--- src/rtl/csq_pkg.sv ---
package csq_pkg;

  // Command codes carried in the op field.
  localparam logic [3:0] OP_START       = 4'd0;
  localparam logic [3:0] OP_END         = 4'd1;
  localparam logic [3:0] OP_LAST_SLOT   = 4'd2;
  localparam logic [3:0] OP_ADVANCE     = 4'd3;
  localparam logic [3:0] OP_RETREAT     = 4'd4;
  localparam logic [3:0] OP_INSERT      = 4'd5;
  localparam logic [3:0] OP_ATTACH      = 4'd6;
  localparam logic [3:0] OP_REMOVE      = 4'd7;
  localparam logic [3:0] OP_INS_FRONT   = 4'd8;
  localparam logic [3:0] OP_ATT_BACK    = 4'd9;
  localparam logic [3:0] OP_REM_FRONT   = 4'd10;
  localparam logic [3:0] OP_READ_CURSOR = 4'd11;
  localparam logic [3:0] OP_READ_INDEX  = 4'd12;

  // Widest pointer and entry count over the supported depth range.
  localparam int MAX_PTR_BITS = 10;
  localparam int MAX_NUM_BITS = 11;

  typedef struct packed {
    logic [3:0]  op;
    logic [31:0] entry_value;
    logic [4:0]  read_index;
  } cmd_t;

  typedef struct packed {
    logic [31:0] read_value;
    logic [5:0]  item_count;
    logic [4:0]  cursor_pos;
    logic        has_item;
    logic        error;
  } rsp_t;

  // Request to the shift sequencer: move num entries by one slot,
  // starting at address ptr and walking down (up = 1) or up (up = 0).
  typedef struct packed {
    logic                    go;
    logic                    up;
    logic [MAX_PTR_BITS-1:0] ptr;
    logic [MAX_NUM_BITS-1:0] num;
  } shift_req_t;

endpackage

--- src/rtl/cursor_sequence_store_unit.sv ---
// Ordered list of up to DEPTH words with an item count and a cursor. A command
// is taken when start is high and busy is low; its single result word appears
// on result with done high for exactly one cycle and must be captured then.
// Cursor moves and refused commands put their result out in the cycle right
// after acceptance; reads first pass through the store's registered read and
// the read state. Insert, attach, remove and their front and back forms shift
// the entries behind the affected slot one per cycle through the store, which
// has separate read and write ports. For reads and shifts, busy is high from
// the cycle after acceptance until the cycle in which the result is registered.
module cursor_sequence_store_unit #(
  parameter int DEPTH     = 32,
  parameter int WORD_BITS = 32
) (
  input  logic           clk,
  input  logic           rst,
  input  logic           start,
  output logic           busy,
  input  csq_pkg::cmd_t  cmd,
  output logic           done,
  output csq_pkg::rsp_t  result
);

  import csq_pkg::*;

  localparam int AW = $clog2(DEPTH);
  localparam int CW = $clog2(DEPTH + 1);

  localparam logic [1:0] ST_IDLE  = 2'd0;
  localparam logic [1:0] ST_READ  = 2'd1;
  localparam logic [1:0] ST_SHIFT = 2'd2;

  logic [1:0]           state, state_next;
  logic [CW-1:0]        count, count_next;
  logic [AW-1:0]        cursor, cursor_next;
  logic                 ins_mode;
  logic [AW-1:0]        pos;
  logic [WORD_BITS-1:0] word;

  logic                 accept;
  logic                 hc;
  logic                 full;
  logic [CW-1:0]        pos_c;
  logic [63:0]          wide_in;
  logic [63:0]          wide_rd;

  logic                 fin;
  logic                 fin_err;
  logic [31:0]          fin_rd;

  shift_req_t           req;
  logic                 top_re;
  logic [AW-1:0]        top_raddr;
  logic                 top_we;

  logic                 seq_re, seq_we, seq_idle;
  logic [AW-1:0]        seq_raddr, seq_waddr;
  logic [WORD_BITS-1:0] seq_wdata;

  logic                 mem_re, mem_we;
  logic [AW-1:0]        mem_raddr, mem_waddr;
  logic [WORD_BITS-1:0] mem_wdata, mem_q;

  assign accept  = start && !busy;
  assign busy    = (state != ST_IDLE);
  assign hc      = (count != '0) && (CW'(cursor) < count);
  assign full    = (count == CW'(DEPTH));
  assign wide_in = 64'(cmd.entry_value);
  assign wide_rd = 64'(mem_q);

  always_comb begin
    state_next  = state;
    count_next  = count;
    cursor_next = cursor;
    fin         = 1'b0;
    fin_err     = 1'b0;
    fin_rd      = '0;
    req         = '0;
    top_re      = 1'b0;
    top_raddr   = cursor;
    top_we      = 1'b0;
    pos_c       = '0;
    case (state)
      ST_IDLE: begin
        if (accept) begin
          fin = 1'b1;
          case (cmd.op)
            OP_START: cursor_next = '0;
            OP_END: cursor_next = (count != '0) ? AW'(count - CW'(1)) : '0;
            OP_LAST_SLOT: cursor_next = AW'(DEPTH - 1);
            OP_ADVANCE: begin
              if (!hc) begin
                fin_err = 1'b1;
              end else if (cursor != AW'(DEPTH - 1)) begin
                cursor_next = cursor + AW'(1);
              end
            end
            OP_RETREAT: begin
              if (!hc) begin
                fin_err = 1'b1;
              end else if (cursor != '0) begin
                cursor_next = cursor - AW'(1);
              end
            end
            OP_INSERT, OP_ATTACH, OP_INS_FRONT, OP_ATT_BACK: begin
              if (full) begin
                fin_err = 1'b1;
              end else begin
                if (cmd.op == OP_INSERT) begin
                  pos_c = hc ? CW'(cursor) : '0;
                end else if (cmd.op == OP_ATTACH) begin
                  pos_c = hc ? CW'(cursor) + CW'(1) : '0;
                end else if (cmd.op == OP_ATT_BACK) begin
                  pos_c = count;
                end
                fin        = 1'b0;
                state_next = ST_SHIFT;
                req.go     = 1'b1;
                req.up     = 1'b1;
                req.ptr    = MAX_PTR_BITS'(AW'(count - CW'(1)));
                req.num    = MAX_NUM_BITS'(count - pos_c);
              end
            end
            OP_REMOVE: begin
              if (!hc) begin
                fin_err = 1'b1;
              end else begin
                fin        = 1'b0;
                state_next = ST_SHIFT;
                req.go     = 1'b1;
                req.ptr    = MAX_PTR_BITS'(AW'(CW'(cursor) + CW'(1)));
                req.num    = MAX_NUM_BITS'(count - CW'(1) - CW'(cursor));
              end
            end
            OP_REM_FRONT: begin
              if (count == '0) begin
                fin_err = 1'b1;
              end else begin
                fin         = 1'b0;
                cursor_next = '0;
                state_next  = ST_SHIFT;
                req.go      = 1'b1;
                req.ptr     = MAX_PTR_BITS'(1);
                req.num     = MAX_NUM_BITS'(count - CW'(1));
              end
            end
            OP_READ_CURSOR: begin
              if (!hc) begin
                fin_err = 1'b1;
              end else begin
                fin        = 1'b0;
                top_re     = 1'b1;
                state_next = ST_READ;
              end
            end
            OP_READ_INDEX: begin
              if (32'(cmd.read_index) >= 32'(count)) begin
                fin_err = 1'b1;
              end else begin
                fin        = 1'b0;
                top_re     = 1'b1;
                top_raddr  = AW'(cmd.read_index);
                state_next = ST_READ;
              end
            end
            default: fin_err = 1'b1;
          endcase
        end
      end
      ST_READ: begin
        fin        = 1'b1;
        fin_rd     = wide_rd[31:0];
        state_next = ST_IDLE;
      end
      ST_SHIFT: begin
        if (seq_idle) begin
          fin        = 1'b1;
          state_next = ST_IDLE;
          if (ins_mode) begin
            // The gap is open: drop the new word in and point at it.
            top_we      = 1'b1;
            count_next  = count + CW'(1);
            cursor_next = pos;
          end else begin
            count_next = count - CW'(1);
          end
        end
      end
      default: state_next = ST_IDLE;
    endcase
  end

  always_ff @(posedge clk) begin
    if (rst) begin
      state  <= ST_IDLE;
      count  <= '0;
      cursor <= '0;
      done   <= 1'b0;
    end else begin
      state  <= state_next;
      count  <= count_next;
      cursor <= cursor_next;
      done   <= fin;
    end
  end

  always_ff @(posedge clk) begin
    if (accept) begin
      ins_mode <= (cmd.op == OP_INSERT) || (cmd.op == OP_ATTACH) ||
                  (cmd.op == OP_INS_FRONT) || (cmd.op == OP_ATT_BACK);
      pos      <= AW'(pos_c);
      word     <= wide_in[WORD_BITS-1:0];
    end
    if (fin) begin
      result.read_value <= fin_rd;
      result.item_count <= 6'(count_next);
      result.cursor_pos <= 5'(cursor_next);
      result.has_item   <= (count_next != '0) && (CW'(cursor_next) < count_next);
      result.error      <= fin_err;
    end
  end

  assign mem_re    = seq_re || top_re;
  assign mem_raddr = seq_re ? seq_raddr : top_raddr;
  assign mem_we    = seq_we || top_we;
  assign mem_waddr = seq_we ? seq_waddr : pos;
  assign mem_wdata = seq_we ? seq_wdata : word;

  csq_shift #(
    .WORD_BITS (WORD_BITS),
    .AW        (AW),
    .CW        (CW)
  ) u_shift (
    .clk   (clk),
    .rst   (rst),
    .req   (req),
    .mem_q (mem_q),
    .re    (seq_re),
    .raddr (seq_raddr),
    .we    (seq_we),
    .waddr (seq_waddr),
    .wdata (seq_wdata),
    .idle  (seq_idle)
  );

  csq_store #(
    .DEPTH     (DEPTH),
    .WORD_BITS (WORD_BITS),
    .AW        (AW)
  ) u_store (
    .clk   (clk),
    .we    (mem_we),
    .waddr (mem_waddr),
    .wdata (mem_wdata),
    .re    (mem_re),
    .raddr (mem_raddr),
    .rdata (mem_q)
  );

  a_count_bound: assert property (@(posedge clk) disable iff (rst)
    count <= CW'(DEPTH))
    else $error("item count exceeds store depth");

  a_shift_only_when_busy: assert property (@(posedge clk) disable iff (rst)
    (seq_we || seq_re) |-> (state == ST_SHIFT))
    else $error("shift traffic outside a shift command");

  a_write_exclusive: assert property (@(posedge clk) disable iff (rst)
    !(seq_we && top_we))
    else $error("shift write collides with final entry write");

  a_accept_progress: assert property (@(posedge clk) disable iff (rst)
    (start && !busy) |=> (done || busy))
    else $error("accepted command produced neither a result nor work");

endmodule

--- src/rtl/csq_store.sv ---
module csq_store #(
  parameter int DEPTH     = 32,
  parameter int WORD_BITS = 32,
  parameter int AW        = 5
) (
  input  logic                 clk,
  input  logic                 we,
  input  logic [AW-1:0]        waddr,
  input  logic [WORD_BITS-1:0] wdata,
  input  logic                 re,
  input  logic [AW-1:0]        raddr,
  output logic [WORD_BITS-1:0] rdata
);

  logic [WORD_BITS-1:0] mem [DEPTH];

  always_ff @(posedge clk) begin
    if (we) begin
      mem[waddr] <= wdata;
    end
  end

  always_ff @(posedge clk) begin
    if (re) begin
      rdata <= mem[raddr];
    end
  end

endmodule

--- src/rtl/csq_shift.sv ---
module csq_shift #(
  parameter int WORD_BITS = 32,
  parameter int AW        = 5,
  parameter int CW        = 6
) (
  input  logic                    clk,
  input  logic                    rst,
  input  csq_pkg::shift_req_t     req,
  input  logic [WORD_BITS-1:0]    mem_q,
  output logic                    re,
  output logic [AW-1:0]           raddr,
  output logic                    we,
  output logic [AW-1:0]           waddr,
  output logic [WORD_BITS-1:0]    wdata,
  output logic                    idle
);

  import csq_pkg::*;

  logic [CW-1:0] left;
  logic          pend;
  logic          up;
  logic [AW-1:0] ptr;
  logic [AW-1:0] dst;

  // One entry is read per cycle; its word comes back in the next cycle and is
  // written one slot over, while the next read is already under way.
  always_ff @(posedge clk) begin
    if (rst) begin
      left <= '0;
      pend <= 1'b0;
    end else if (req.go) begin
      left <= CW'(req.num);
      pend <= 1'b0;
    end else begin
      pend <= (left != '0);
      if (left != '0) begin
        left <= left - CW'(1);
      end
    end
  end

  always_ff @(posedge clk) begin
    if (req.go) begin
      up  <= req.up;
      ptr <= AW'(req.ptr);
    end else if (left != '0) begin
      ptr <= up ? ptr - AW'(1) : ptr + AW'(1);
      dst <= up ? ptr + AW'(1) : ptr - AW'(1);
    end
  end

  assign re    = !req.go && (left != '0);
  assign raddr = ptr;
  assign we    = pend;
  assign waddr = dst;
  assign wdata = mem_q;
  assign idle  = (left == '0) && !pend;

endmodule

--- config.mk ---
export PLATFORM = sky130hd
export DESIGN_NAME = cursor_sequence_store_unit
export DESIGN_NICKNAME = d
export VERILOG_FILES = /design/src/rtl/csq_pkg.sv /design/src/rtl/cursor_sequence_store_unit.sv /design/src/rtl/csq_store.sv /design/src/rtl/csq_shift.sv
export SDC_FILE = /design/constraint.sdc
export NUM_CORES = 2
export LEC_CHECK = 0
export BUFFER_PORTS_ARGS = -buffer_cell sky130_fd_sc_hd__buf_2
export CAP_MARGIN = 20
export CORE_UTILIZATION = 40
export DETAILED_ROUTE_END_ITERATION = 6
export SYNTH_ARGS = -nofsm -noshare
export SYNTH_HDL_FRONTEND = slang
export SYNTH_SLANG_ARGS = --single-unit
export TNS_END_PERCENT = 5
--- constraint.sdc ---
create_clock -name clk -period 4 [get_ports clk]
set_clock_uncertainty 0.2 [all_clocks]
set_input_delay 0.4 -clock clk [delete_from_list [all_inputs] [get_ports clk]]
set_output_delay 0.4 -clock clk [all_outputs]
set_load 0.01 [all_outputs]
== Yosys cells after proc, flatten, opt, wreduce, memory -nomap -nowiden ==
Memory sizes are Yosys's and may differ from the RTL's. A register that Yosys moved wholly into a read port is not among the register bits.
Index checks and enable logic that the tools add are counted.

* Memories kept: 1
* Register bits after elaboration: 115
* Logic and storage cells: 165
* Bits in writable memories: 1024
* Output and inout port bits: 47

* Muxes and demuxes: 73
* Equal/unequal tests: 24
* Add/sub/neg operators: 11
* Reductions and logical operators: 33
* Order comparisons: 3
* Bitwise operators: 3

{| class="wikitable"
|+ Memory list
! name !! depth !! bits a word !! rd ports !! clocked after memory_dff !! write ports !! line !! text
|-
| u_store.mem || 32 || 32 || 1 || 1 || 1 || csq_store.sv:15 || <nowiki>logic [WORD_BITS-1:0] mem [DEPTH];</nowiki>
|}

{| class="wikitable"
|+ Operators with widths
! operator !! count
|-
| $mux 5 || 20
|-
| $mux 6 || 13
|-
| $mux 23 || 3
|-
| $pmux 21 s3 || 1
|-
| $mux 32 || 1
|-
| $pmux 5 s6 || 1
|-
| $eq 4x4->1 const B || 5
|-
| $reduce_bool 6->1 || 3
|-
| $mux 1 || 17
|-
| $eq 4x3->1 const B || 4
|-
| $mux 16 || 1
|-
| $ne 3x3->1 const B || 5
|-
| $mux 2 || 7
|-
| $logic_not 6->1 || 2
|-
| $lt 5x6->1 || 2
|-
| $mux 12 || 1
|-
| $sub 6x1->6 const B || 2
|-
| $sub 11x5->11 || 1
|-
| $add 5x1->5 const B || 2
|-
| $pmux 2 s5 || 1
|-
| $pmux 5 s2 || 1
|-
| $sub 5x1->5 const B || 2
|-
| $eq 4x2->1 const B || 2
|-
| $reduce_and 8->1 || 1
|-
| other kinds (30) || 49
|}

== Longest topological paths before layout ==
* Word-level depth: 17
* Gate-level depth with buffers: 20
* Gate-level depth less buffers: 17

== Hierarchy ==
From an unflattened synthesis, not the netlist that was laid out.

* Cells, all modules: 2982
* Area, all modules: 48235.0 µm²

{| class="wikitable"
|+ Modules (own cells, without submodules)
! module !! sequential area each (µm²) !! cells each !! times used !! area each (µm²)
|-
| csq_store || 31710.4 || 2260 || 1 || 40812.9
|-
| cursor_sequence_store_unit || 2772.7 || 588 || 1 || 6138.4
|-
| csq_shift || 470.5 || 134 || 1 || 1283.7
|}

== Least setup slack after synthesis ==
OpenSTA, ideal clock, no wires.

* Path type: reg2reg
* Start point: register count[1]
* End point: register u_shift.left[5]
* Setup slack: -0.160 ns
* Period minus slack after synthesis: 4.160 ns
* Cell stages (with the launch flop): 19
* Arrival time: 3.874 ns
* Setup time: 0.086 ns
* Cells stage by stage: dfxtp_1 -> inv_1 -> ha_1 -> or4b_4 -> nor2_2 -> or3_1 -> clkbuf_1 -> clkbuf_1 -> nor2_1 -> a222oi_1 -> ha_1 -> nor2b_1 -> o21ai_0 -> nand2b_1 -> a21o_1 -> a21oi_1 -> xor2_1 -> a221oi_1 -> a211oi_1

* Word-level cells in the longest chain between the ends: 15

{| class="wikitable"
|+ RTL lines
! element !! line !! text
|-
| start: declaration || cursor_sequence_store_unit.sv:33 || <nowiki>logic [CW-1:0] count, count_next;</nowiki>
|-
| start signal: assignment || cursor_sequence_store_unit.sv:200 || <nowiki>count <= count_next;</nowiki>
|-
| $lt 5x6->1 or $reduce_bool 6->1 (tied branches) || cursor_sequence_store_unit.sv:65 || <nowiki>assign hc = (count != '0) && (CW'(cursor) < count);</nowiki>
|-
| $logic_and 1x1->1 || cursor_sequence_store_unit.sv:65 ||
|-
| $mux 6 || cursor_sequence_store_unit.sv:111 || <nowiki>pos_c = hc ? CW'(cursor) + CW'(1) : '0;</nowiki>
|-
| $mux 6 || cursor_sequence_store_unit.sv:110 || <nowiki>end else if (cmd.op == OP_ATTACH) begin</nowiki>
|-
| $mux 6 || cursor_sequence_store_unit.sv:108 || <nowiki>if (cmd.op == OP_INSERT) begin</nowiki>
|-
| $mux 6 || cursor_sequence_store_unit.sv:105 || <nowiki>if (full) begin</nowiki>
|-
| $mux 6 || cursor_sequence_store_unit.sv:86 || <nowiki>case (cmd.op)</nowiki>
|-
| $mux 6 || cursor_sequence_store_unit.sv:84 || <nowiki>if (accept) begin</nowiki>
|-
| $mux 6 || cursor_sequence_store_unit.sv:82 || <nowiki>case (state)</nowiki>
|-
| $sub 6x6->7 || cursor_sequence_store_unit.sv:120 || <nowiki>req.num = MAX_NUM_BITS'(count - pos_c);</nowiki>
|-
| $mux 23 || cursor_sequence_store_unit.sv:105 ||
|-
| $pmux 21 s3 || cursor_sequence_store_unit.sv:86 ||
|-
| $mux 23 * || cursor_sequence_store_unit.sv:84 ||
|-
| $mux 23 * || cursor_sequence_store_unit.sv:82 ||
|-
| $mux 6 || csq_shift.sv:32 || <nowiki>end else if (req.go) begin</nowiki>
|-
| end signal: assignment || csq_shift.sv:33 || <nowiki>left <= CW'(req.num);</nowiki>
|-
| end signal: assignment || csq_shift.sv:38 || <nowiki>left <= left - CW'(1);</nowiki>
|-
| end: declaration || csq_shift.sv:20 || <nowiki>logic [CW-1:0] left;</nowiki>
|}

Every way passes the cells marked *; elsewhere a longest branch is shown, timed or not. The select of a mux whose other input is x is not followed.
A chain may end at the register's enable or synchronous reset.

== Worst setup path after layout ==
* Start point: register count[1]
* End point: register u_store.rdata[12] (read register of u_store.mem), data pin

* Word-level cells in the longest chain between the ends: 9

{| class="wikitable"
|+ RTL lines
! element !! line !! text
|-
| $lt 5x6->1 or $reduce_bool 6->1 (tied branches) || cursor_sequence_store_unit.sv:65 ||
|-
| $logic_and 1x1->1 || cursor_sequence_store_unit.sv:65 ||
|-
| $mux 1 || cursor_sequence_store_unit.sv:124, cursor_sequence_store_unit.sv:147 ||
|-
| $pmux 1 s3 || cursor_sequence_store_unit.sv:86 ||
|-
| $mux 23 || cursor_sequence_store_unit.sv:84 ||
|-
| $mux 23 || cursor_sequence_store_unit.sv:82 ||
|-
| $logic_not 1->1 || csq_shift.sv:53 || <nowiki>assign re = !req.go && (left != '0);</nowiki>
|-
| $logic_and 1x1->1 || csq_shift.sv:53 ||
|-
| $mux 5 or $logic_or 1x1->1 (tied branches) || cursor_sequence_store_unit.sv:223, cursor_sequence_store_unit.sv:222 ||
|-
| end: declaration || csq_store.sv:12 || <nowiki>output logic [WORD_BITS-1:0] rdata</nowiki>
|}

Several ways; a longest one is shown, not always the timed one.

==> summary.md <==
| Metric | Value |
|---|---|
| Register-to-register setup slack | 0.08 ns |
| Core utilization of the finished layout | 0.482 |
| Most frequent cell after synthesis | sky130_fd_sc_hd__edfxtp_1 |
| Antenna violations before repair | 4 |
| Cell depth of the worst flop-to-flop path | 15 |
| CP Data Required Time | 4.33 ns |
| Synth area leaders | sky130_fd_sc_hd__edfxtp_1 72%, sky130_fd_sc_hd__mux2i_1 5.6%, sky130_fd_sc_hd__a22o_1 4.7%, sky130_fd_sc_hd__a21oi_1 3.0%, sky130_fd_sc_hd__nand2_1 2.4% |
| Synth cell types | 76 |
| Share of Yosys cell area claimed by the top area cell type | 0.717 |
| Primary FF master, synth | sky130_fd_sc_hd__edfxtp_1 |
| Critical Path Start Type | register |
| Syn. warnings | 0 |
| Y dimension of the die | 349 um |
| GP Congestion | 0.873 |
| Number of synthesized flops with an enable pin | 1150 |
| Core outline area | 119000 um2 |
| IO Count | 91 |
| Clock buffer count from CTS | 114 |
| Start point of the worst hold path | cmd[40] |
| Violated checks | design-rule violations |
| F_max | 255 MHz |
| Worst setup path endpoint | u_store.rdata[12] |
| CP Class | register to register |
| Max-cap violations | 0 |
| Antenna-violating nets left | 0 |
| Total routing usage reported by global routing | 0.214 |
| Worst-skew pair later-pin latency | 0.71 ns |
| Shortest period the worst path allows | 3.92 ns |
| Final Total Pwr | 45.5 mW |
| Non-Filler Cell Area, Final | 57200 um2 |
| Outcome | complete, but fails checks |
| Overflow after GRT | 0 |
| Most common library cells after synthesis | 1150 x sky130_fd_sc_hd__edfxtp_1, 303 x sky130_fd_sc_hd__nand2_1, 292 x sky130_fd_sc_hd__a21oi_1 |
| Hold Path Cell Cnt | 3 |
| Via count of the first global-routing pass | 27.8k |
| Mean instance size in the synthesized netlist | 15.5 um2 |
| Share of flip-flops with an asynchronous set or reset | 0 |
| Worst Setup SP | count[1] |
| Areal power density over the cells | 796 nW/um2 |
| Count of input and output buffers | 90 |
| Number of register bits inferred by synthesis | 1171 |
| Number of setup buffers added after CTS | 0 |
| Worst Max-Slew Pin Slew | 1.13 ns |
| # nets final | 3538 |
| Fraction of layout instances using a drive strength above 1 | 0.188 |
| Cell area after technology mapping | 48100 um2 |
| Number of levels the H-tree was split into | 3 |
| Largest net degree at the start of global routing | 57 |
| Post-synthesis cell count | 3116 |
| Final HPWL DP | 77.5 mm |
| Cell type with the largest total area after synthesis | sky130_fd_sc_hd__edfxtp_1 |
| DIE WIDTH | 349 um |
| Sequential share of the synthesized area | 0.726 |
| Unrepaired setup endpoints after global routing | yes |
| Placed Area | 53100 um2 |
| Number of clock sinks seen by CTS | 1171 |
| Leakage power | 19.6 nW |
| Largest fanout on the critical path | 26 |
| Iteration-0 DRC Markers | 3290 |
| Starting density of the core | 0.406 |
| Number of pins with negative max-slew slack in the final report | 0 |
| WL final | 132 mm |
| Growth of design area from synthesis to finish | 18.8% |
| Capture point of the worst reg-to-reg path | u_store.rdata[12] |
| CP Capture Type | register |
| Wire length of the first global-routing pass | 191 mm |
| DIE AREA | 122000 um2 |
| Initial DRT Pass Iterations | 7 |
| Number of diodes added for antenna fixing | 0 |
| Number of buffers between clock root and the deepest sink | 3 |
| Data arrival time of the critical path | 4.25 ns |
| Classification of the worst-slack hold path | primary input to register |
| Fraction of the cycle the final worst path needs | 0.979 |
| IR drop worst, VDD | 0.000419 V |
| Post-route DRC violation count | 5 |
| Cells after DPL | 4906 |
| Post-synth net total | 3195 |
| Post-layout instance count excluding filler cells | 5157 |
| Worst-case hold slack | 0.104 ns |
| Worst reg2reg startpoint | count[1] |
| Max-slew headroom at the worst pin | 0.243 |
| Via count | 29.2k |
| Vias per inst | 5.66 |
| Final-report setup violation count | 0 |
| Root buf cell | sky130_fd_sc_hd__clkbuf_16 |
| FP Rows | 126 |
| Final Hold Violating Endpoints | 0 |
| Post-DR wirelength/cell | 25.6 um |
| Clock tree from TritonCTS | done |
| Register clock-pin slew on the reported worst setup and hold paths | 0.06 ns |
==> critical path, stage by stage (launching register included) <==
cell and delay [ns]:
sky130_fd_sc_hd__dfxtp_1 0.31, sky130_fd_sc_hd__inv_1 0.09, sky130_fd_sc_hd__ha_2 0.21, sky130_fd_sc_hd__or4b_4 0.47, sky130_fd_sc_hd__nor2_2 0.18, sky130_fd_sc_hd__o41ai_2 0.11
sky130_fd_sc_hd__buf_4 0.15, sky130_fd_sc_hd__o22a_2 0.26, sky130_fd_sc_hd__buf_4 0.18, sky130_fd_sc_hd__mux2i_4 0.26, sky130_fd_sc_hd__buf_12 0.24, sky130_fd_sc_hd__buf_12 0.21
sky130_fd_sc_hd__a21oi_1 0.10, sky130_fd_sc_hd__a22o_1 0.25, sky130_fd_sc_hd__a22oi_1 0.28, sky130_fd_sc_hd__and4_1 0.24
==> cell usage in the layout (no fill, tap or decap), drive strengths merged, types with 5 or more instances in the layout <==
cell type,Yosys,routed
nand2b,9,9
o32ai,5,5
mux2,40,40
and4,32,32
nor2b,15,15
dlygate4sd3,0,36
nor4b,6,6
a21o,7,7
a22oi,130,130
xor2,12,12
nand4,5,5
a31oi,12,12
a22o,259,259
ha,33,33
buf,129,391
nand3,9,9
nor2,95,95
a21oi,292,292
nand2,303,303
clkbuf,72,138
inv,43,53
mux2i,268,268
dfxtp,21,21
a221oi,6,6
o21ai,27,27
o22ai,7,7
nor3,14,14
and2,34,34
or3,5,5
nor4,5,5
xnor2,15,15
edfxtp,1150,1150
a211oi,5,5
clkinv,0,55
bufinv,0,8
==> metal layers <==
layer / track usage / wire length, um / vias up
li1: - / - / 12886
met1: 0.309 / 58000 / 14837
met3: 0.0346 / 10200 / 219
met2: 0.337 / 60700 / 1239
met5: 0 / 0 / -
met4: 0.0556 / 3170 / 0
==> cells by family after synthesis <==
logic type / after synthesis / share of synthesized area
fa+ha+maj: 35 / 0.00941
mux: 308 / 0.0654
compound gates: 778 / 0.112
flops: 1171 / 0.726
simple gates: 553 / 0.0537
buf+inv: 244 / 0.0282
xor+xnor: 27 / 0.00491
==> sequential cells by signal (all words and copies together), names as in the netlist <==
| register | cells |
|---|---|
| u_shift.up | 1 |
| u_shift.we | 1 |
| ins_mode | 1 |
| u_store.rdata | 32 |
| cursor | 5 |
| result | 45 |
| count | 6 |
| done | 1 |
| word | 32 |
| u_store.mem | 1024 |
| u_shift.waddr | 5 |
| u_shift.raddr | 5 |
| u_shift.left | 6 |
| pos | 5 |
| state | 2 |
==> where the power goes <==
group          switching [mW]  internal (mW)
clock                    4.66           5.82
combinational            10.6           7.98
sequential              0.527           16.0
==> worst min-delay path by stage <==
stage                      endpoint  slack [ns]
finish                     ins_mode        0.10
global route               ins_mode         0.1
CTS                        ins_mode        0.06
global placement    u_shift.left[4]        0.32
detailed placement  u_shift.left[4]        0.33
floorplan           u_shift.left[4]        0.29
==> what timing repair did <==
action                                  4_1_cts  5_1_grt
cloned                                        1        0
pin swaps                                     0        2
hold endpoints to repair                     49        0
endpoints found under the setup margin        2       36
hold buffers                                 36        0
resized for setup                             1       15
==> metrics by stage <==
step	setup slack (ns)	TNS [ns]
2_1_floorplan	-0.139	-91.31
3_3_place_gp	-0.0129	-0.0194
3_5_place_dp	-0.0357	-0.0733
4_1_cts	0.0434	0
5_1_grt	-0.0383	-0.104
6_report	0.0830	0
==> final cells by class <==
| class | count | area, um2 |
|---|---|---|
| Fill cell | 10007 | 61500 |
| Tap cell | 1600 | 2000 |
| Multi-Input combinational cell | 1701 | 12300 |
| Timing Repair Buffer | 428 | 4230 |
| Sequential cell | 1171 | 35000 |
| Clock inverter | 76 | 649 |
| Clock buffer | 138 | 2960 |
| Inverter | 43 | 164 |
No activity file was read; power rests on OpenSTA's default activity.
